## src/rtl/assert_macros.svh

```systemverilog
// Assertion macros shared by the segment intersection test RTL.
// Depends on nothing; included by every file that carries assertions.
`ifndef ASSERT_MACROS_SVH
`define ASSERT_MACROS_SVH

`ifndef ASSERT_OFF

// Property must hold at every rising clock edge outside of reset.
`define ASSERT_PROP(lbl, clk, rst, prop) \
   lbl: assert property (@(posedge clk) disable iff (rst) (prop)) \
      else $error("assertion failed");

// Expression must never be true at a rising clock edge outside of reset.
`define ASSERT_NEVER(lbl, clk, rst, expr) \
   lbl: assert property (@(posedge clk) disable iff (rst) !(expr)) \
      else $error("forbidden condition seen");

`else

`define ASSERT_PROP(lbl, clk, rst, prop)
`define ASSERT_NEVER(lbl, clk, rst, expr)

`endif

`endif

```

## src/rtl/sit_pkg.sv

```systemverilog
// Package for the segment intersection test: widths, types and codes.
// Used by sit_front, sit_queue, sit_back and segment_intersection_test.
package sit_pkg;

   // Coordinate width and the widths that follow from it.
   localparam int COORD_BITS = 13;
   localparam int DIFF_BITS  = COORD_BITS + 1;
   localparam int PROD_BITS  = 2 * DIFF_BITS;
   localparam int SUM_BITS   = PROD_BITS + 1;

   // Number of products formed for each word in the back end.
   localparam int NUM_PROD = 6;

   // Queue between front and back end (power of two depth).
   localparam int MID_DEPTH    = 4;
   localparam int MID_PTR_BITS = $clog2(MID_DEPTH);
   localparam int MID_CNT_BITS = $clog2(MID_DEPTH + 1);

   // Result queue at the output (power of two depth).
   localparam int OUT_DEPTH    = 8;
   localparam int OUT_PTR_BITS = $clog2(OUT_DEPTH);
   localparam int OUT_CNT_BITS = $clog2(OUT_DEPTH + 1);

   typedef logic signed [COORD_BITS-1:0] coord_type;
   typedef logic signed [DIFF_BITS-1:0]  diff_type;
   typedef logic signed [PROD_BITS-1:0]  prod_type;
   typedef logic signed [SUM_BITS-1:0]   sum_type;

   // Geometry case reported with each result.
   typedef enum logic [2:0] {
      KIND_BOTH_VERT = 3'd0,
      KIND_A_VERT    = 3'd1,
      KIND_B_VERT    = 3'd2,
      KIND_GENERAL   = 3'd3,
      KIND_PARALLEL  = 3'd4
   } kind_type;

   // Classified word handed from the front end to the back end.
   typedef struct packed {
      kind_type                     kind;
      logic                         pre_hit;
      diff_type [NUM_PROD-1:0]      op_x;
      diff_type [NUM_PROD-1:0]      op_y;
   } mid_word_type;

endpackage

```

## src/rtl/sit_back.sv

```systemverilog
// Back end of the segment intersection test: products, differences, final
// compares and the result queue. Depends on sit_pkg and assert_macros.svh.
`include "assert_macros.svh"

module sit_back (
   input  logic                  clock,
   input  logic                  reset,
   input  logic                  head_valid,
   input  sit_pkg::mid_word_type head_word,
   output logic                  head_pop,
   input  logic                  pop,
   output logic                  empty,
   output logic                  hit,
   output sit_pkg::kind_type     case_kind
);

   // Product stage.
   logic              b1_valid_ff, b1_valid_in;
   sit_pkg::kind_type b1_kind_ff;
   logic              b1_pre_ff;
   sit_pkg::prod_type prod_ff [sit_pkg::NUM_PROD];
   sit_pkg::prod_type prod_in [sit_pkg::NUM_PROD];

   // Difference stage.
   logic              b2_valid_ff, b2_valid_in;
   sit_pkg::kind_type b2_kind_ff;
   logic              b2_flag_ff, b2_flag_in;
   sit_pkg::sum_type  den_ff, den_in, sa_ff, sa_in, sb_ff, sb_in;

   // Final decision.
   sit_pkg::sum_type  neg_den;
   logic              ratio_a, ratio_b;
   logic              res_hit;
   sit_pkg::kind_type res_kind;

   // Result queue.
   logic                              out_hit_ff [sit_pkg::OUT_DEPTH];
   sit_pkg::kind_type                 out_kind_ff [sit_pkg::OUT_DEPTH];
   logic [sit_pkg::OUT_PTR_BITS-1:0]  wr_ptr_ff, wr_ptr_in, rd_ptr_ff, rd_ptr_in;
   logic [sit_pkg::OUT_CNT_BITS-1:0]  count_ff, count_in;
   logic                              out_pop;
   logic [sit_pkg::OUT_CNT_BITS-1:0]  committed;

   // Take a word only when the result queue has room for it and all in flight.
   always_comb begin
      committed = count_ff + sit_pkg::OUT_CNT_BITS'(b1_valid_ff)
                  + sit_pkg::OUT_CNT_BITS'(b2_valid_ff);
      head_pop    = head_valid && (committed < sit_pkg::OUT_CNT_BITS'(sit_pkg::OUT_DEPTH));
      b1_valid_in = head_pop;
      b2_valid_in = b1_valid_ff;
   end

   // Six independent signed multiplies.
   always_comb begin
      for (int i = 0; i < sit_pkg::NUM_PROD; i++) begin
         prod_in[i] = $signed(head_word.op_x[i]) * $signed(head_word.op_y[i]);
      end
   end

   // Differences for the general case, range checks for one vertical segment, early flag for both vertical.
   always_comb begin
      den_in = sit_pkg::sum_type'(prod_ff[0]) - sit_pkg::sum_type'(prod_ff[1]);
      sa_in  = sit_pkg::sum_type'(prod_ff[2]) - sit_pkg::sum_type'(prod_ff[3]);
      sb_in  = sit_pkg::sum_type'(prod_ff[4]) - sit_pkg::sum_type'(prod_ff[5]);
      if (b1_kind_ff == sit_pkg::KIND_BOTH_VERT) begin
         b2_flag_in = b1_pre_ff;
      end else begin
         b2_flag_in = b1_pre_ff && (prod_ff[1] <= prod_ff[0]) && (prod_ff[0] <= prod_ff[2]);
      end
   end

   // Both line parameters must lie in the closed unit interval.
   always_comb begin
      neg_den = -den_ff;
      if (!den_ff[sit_pkg::SUM_BITS-1]) begin
         ratio_a = !sa_ff[sit_pkg::SUM_BITS-1] && (sa_ff <= den_ff);
         ratio_b = (sb_ff[sit_pkg::SUM_BITS-1] || (sb_ff == '0)) && (sb_ff >= neg_den);
      end else begin
         ratio_a = (sa_ff[sit_pkg::SUM_BITS-1] || (sa_ff == '0)) && (sa_ff >= den_ff);
         ratio_b = !sb_ff[sit_pkg::SUM_BITS-1] && (sb_ff <= neg_den);
      end
   end

   // Final hit flag and case code.
   always_comb begin
      res_kind = b2_kind_ff;
      res_hit  = 1'b0;
      case (b2_kind_ff) inside
         sit_pkg::KIND_BOTH_VERT,
         sit_pkg::KIND_A_VERT,
         sit_pkg::KIND_B_VERT: begin
            res_hit = b2_flag_ff;
         end
         sit_pkg::KIND_GENERAL: begin
            if (den_ff == '0) begin
               res_kind = sit_pkg::KIND_PARALLEL;
            end else begin
               res_hit = ratio_a && ratio_b;
            end
         end
         default: begin
            res_hit = 1'b0;
         end
      endcase
   end

   // Result queue pointers and count.
   always_comb begin
      out_pop   = pop && (count_ff != '0);
      wr_ptr_in = b2_valid_ff ? wr_ptr_ff + sit_pkg::OUT_PTR_BITS'(1) : wr_ptr_ff;
      rd_ptr_in = out_pop ? rd_ptr_ff + sit_pkg::OUT_PTR_BITS'(1) : rd_ptr_ff;
      case ({b2_valid_ff, out_pop})
         2'b10:   count_in = count_ff + sit_pkg::OUT_CNT_BITS'(1);
         2'b01:   count_in = count_ff - sit_pkg::OUT_CNT_BITS'(1);
         default: count_in = count_ff;
      endcase
   end

   // Control registers.
   always_ff @(posedge clock) begin
      if (reset) begin
         b1_valid_ff <= 1'b0;
         b2_valid_ff <= 1'b0;
         wr_ptr_ff   <= '0;
         rd_ptr_ff   <= '0;
         count_ff    <= '0;
      end else begin
         b1_valid_ff <= b1_valid_in;
         b2_valid_ff <= b2_valid_in;
         wr_ptr_ff   <= wr_ptr_in;
         rd_ptr_ff   <= rd_ptr_in;
         count_ff    <= count_in;
      end
   end

   // Pipeline payload.
   always_ff @(posedge clock) begin
      if (head_pop) begin
         b1_kind_ff <= head_word.kind;
         b1_pre_ff  <= head_word.pre_hit;
         for (int i = 0; i < sit_pkg::NUM_PROD; i++) begin
            prod_ff[i] <= prod_in[i];
         end
      end
      if (b1_valid_ff) begin
         b2_kind_ff <= b1_kind_ff;
         b2_flag_ff <= b2_flag_in;
         den_ff     <= den_in;
         sa_ff      <= sa_in;
         sb_ff      <= sb_in;
      end
      if (b2_valid_ff) begin
         out_hit_ff[wr_ptr_ff]  <= res_hit;
         out_kind_ff[wr_ptr_ff] <= res_kind;
      end
   end

   assign empty     = (count_ff == '0);
   assign hit       = out_hit_ff[rd_ptr_ff];
   assign case_kind = out_kind_ff[rd_ptr_ff];

   // Credits cover every word in flight, the pipeline never stalls, and
   // parallel lines never report a hit.
   `ASSERT_PROP(a_out_credit, clock, reset,
      committed <= sit_pkg::OUT_CNT_BITS'(sit_pkg::OUT_DEPTH))
   `ASSERT_PROP(a_pipe_advance, clock, reset, b1_valid_ff |=> b2_valid_ff)
   `ASSERT_NEVER(a_parallel_hit, clock, reset,
      b2_valid_ff && (res_kind == sit_pkg::KIND_PARALLEL) && res_hit)

endmodule

```

## config.mk

```make
export PLATFORM = sky130hd
export DESIGN_NAME = sit_back
export DESIGN_NICKNAME = d
export VERILOG_FILES = /design/src/rtl/sit_pkg.sv /design/src/rtl/sit_back.sv
export VERILOG_INCLUDE_DIRS = /design/src /design/src/rtl
export SDC_FILE = /design/constraint.sdc
export NUM_CORES = 2
export LEC_CHECK = 0
export BUFFER_PORTS_ARGS = -buffer_cell sky130_fd_sc_hd__buf_4
export CAP_MARGIN = 20
export CORE_MARGIN = 1.5
export CORE_UTILIZATION = 45
export CTS_CLUSTER_DIAMETER = 30
export DETAILED_ROUTE_END_ITERATION = 16
export HOLD_SLACK_MARGIN = 0.15
export PLACE_DENSITY_LB_ADDON = 0.2
export SLEW_MARGIN = 20
export SYNTH_ARGS = -nofsm -noshare
export SYNTH_HDL_FRONTEND = slang
export SYNTH_SLANG_ARGS = --single-unit
```

## constraint.sdc

```tcl
create_clock -name clock -period 8.3 [get_ports clock]
set_input_delay 1.245 -clock clock [delete_from_list [all_inputs] [get_ports clock]]
set_output_delay 1.245 -clock clock [all_outputs]
set_load 0.01 [all_outputs]
```

==> qor.csv <==
metric;value;unit
#FFs+latches synth;310;
largest net degree at the start of global routing;74;
H-tree levels;3;
critical-path cell list;buf_4 > and2_1 > fa_1 > inv_1 > fa_1 > inv_1 > fa_1 > inv_1 > fa_1 > inv_1 > fa_1 > inv_1 > fa_1 > inv_1 > ha_1 > or4_1 > o22ai_1 > a311oi_2 > a31oi_1 > nor3_1 > a311oi_1 > a311oi_1 > xor2_1;
Layout Nets;8452;
GP Congestion;0.878;
WS Path Type;in2reg;
post-synthesis instance area;62100;sq um
Max Cap Viol;0;
share of cells above drive strength 1;4.94;%
CP arrival;7200;ps
Fin. Hold Viols;0;
final clock skew;24.8;ps
Reg clk slew, reported paths;40;ps
Synth Instances;6452;
CP max stage delay;530;ps
first-pass GRT wire length;236000;um
vias in the first global route;45976;
number of distinct library cells after synthesis;84;
status;complete, no violations;
Max Fclk;145;MHz
post-DP HPWL;118000;um
Num Clock Sinks;310;
# setup viols final;0;
clk root buf;clkbuf_16;
RSZ-0062 raised after global routing;false;
post-CTS setup buffer count;0;
routed wire length;139000;um
largest fanout on the critical path;14;
DR vias;42454;
antenna violations before repair;0;
most common cell after layout, fill and taps aside;inv_1;
Primary FF master, synth;edfxtp_1;
CTS Buffer Depth;3;
later-pin clock latency in the skew report;600;ps
gr ovfl total;0;
worst-margin pin slew;984;ps
number of flops mapped to enable cells by yosys;295;
CP startpoint kind;primary input;
I/O Buffers;181;
Final min period;6890;ps
Critical Path RT;8610;ps
drt via density;5.07;
Setup TNS Final;0;ps
post-cts sizing count;0;
CORE AREA;137000;sq um
io pins;182;
post-synthesis sequential area ratio;14.7;%
Starting Density;45.3;%
# hold bufs at CTS;0;
Slowest-stage cell, CP;fa_1;
CTS Buf Count;67;
Die X;374;um
commonest non-fill, non-tap cells in the layout;1543 x inv_1, 1174 x fa_1, 624 x and2_1, 581 x nand2_1, 580 x ha_1;
drt wl/cell;16.7;um
fin crit share;83.0;%
Worst slew margin;33.9;%
FP Rows;136;
1st-iter DRT viols;2045;
area grow syn2layout;8.52;%
drt drc;0;
ANT cells;0;
gr usage total;20.9;%
Mapped Nets;8382;
First-pass DRT Iterations;5;
Async S/R FF share, synth;0;%
CP Capture Type;register;
height of the die;374;um
Die ar.;140000;sq um
Slew Limit Fails;0;
Hold Path Class;reg2reg;
DRT antenna net count;0;
syn_area_per_cell;9.62;sq um
Syn. warnings;0;
CTS tree;built;
registers in the layout, summed over array words and instances, names as in the netlist, 4 cells and up, named ones only:
register and cells:
count_ff 4, sa_ff 29, sb_ff 29, out_kind_ff 24
out_hit_ff 8, den_ff 29, prod_ff 168
worst max-delay path, delay by kind of cell:
kind	cells	cell delay [ps]
compound gates	5	1330
xor+xnor	1	160
fa+ha+maj	7	3190
buf+inv	7	470
simple gates	3	800
worst paths after layout:
kind | slack [ps] | startpoint | cells past startpoint | end
worst max register to register | 3170 | den_ff[4]$_DFFE_PP_ | 17 | out_hit_ff[4]$_DFFE_PP_
worst min-delay path | 450 | b1_kind_ff[0]$_DFFE_PP_ | 0 | b2_kind_ff[0]$_DFFE_PP_
worst min register to register | 450 | b1_kind_ff[0]$_DFFE_PP_ | 0 | b2_kind_ff[0]$_DFFE_PP_
worst max-delay path | 1410 | head_word[105] | 23 | prod_ff[1][26]$_DFFE_PP_
cells in the mapped netlist (47+ instances only):
| cell | instances | area, sq um |
|---|---|---|
| nand2_1 | 581 | 2180 |
| xnor2_1 | 223 | 1950 |
| ha_1 | 580 | 7260 |
| and2_1 | 624 | 3900 |
| xor2_1 | 63 | 552 |
| edfxtp_1 | 295 | 8860 |
| a21o_1 | 104 | 781 |
| nand2b_1 | 60 | 375 |
| inv_1 | 1543 | 5790 |
| nand3_1 | 53 | 265 |
| a21oi_1 | 180 | 901 |
| nor2_1 | 210 | 788 |
| o21ai_1 | 47 | 235 |
| clkbuf_1 | 182 | 683 |
| fa_1 | 1174 | 23500 |
| o21ai_0 | 67 | 335 |
cell type report:
| cell class | instances | area [sq um] |
|---|---|---|
| clock buffer | 81 | 1760 |
| timing repair buffer | 186 | 1400 |
| fill | 12916 | 69800 |
| tap | 1794 | 2240 |
| inverter | 1544 | 5800 |
| sequential | 310 | 9160 |
| clock inverter | 41 | 573 |
| multi-input combinational | 4413 | 46500 |
metal layers:
metal | global-route usage [%] | up-vias | wire [um]
li1 | - | 19933 | -
met5 | 0 | - | 0
met4 | 4.88 | 0 | 2990
met1 | 28.1 | 21559 | 61800
met2 | 36.3 | 796 | 69400
met3 | 1.96 | 166 | 5100
kinds of logic (layout without fill, tap and decap cells):
family | after synthesis | in the layout | share of synthesized area [%]
buffers and inverters | 1729 | 1852 | 10.5
xor gates and xnor gates | 286 | 286 | 4.03
DFF | 310 | 310 | 14.7
adders and majority gates | 1754 | 1754 | 49.5
muxes | 17 | 17 | 0.447
AOI/OAI and AO/OA | 613 | 613 | 6.50
and+or+nand+nor | 1743 | 1743 | 14.3
stage by stage:
stage | setup slack, ps | area, sq um | utilization (%) | hold WS [ps] | instances
detailed placement | 797 | 65000 | 47.4 | 449 | 8247
global route | 1070 | 67400 | 49.1 | 462 | 8369
finish | 1410 | 67400 | 49.1 | 455 | 8369
CTS | 1430 | 67400 | 49.1 | 459 | 8369
floorplan | 244 | 62100 | - | 427 | 6452
global placement | 832 | 65000 | 47.4 | 438 | 8247
Power is not shown: default switching activity piles up to over one toggle a cycle in this logic, so the estimate is an artifact.
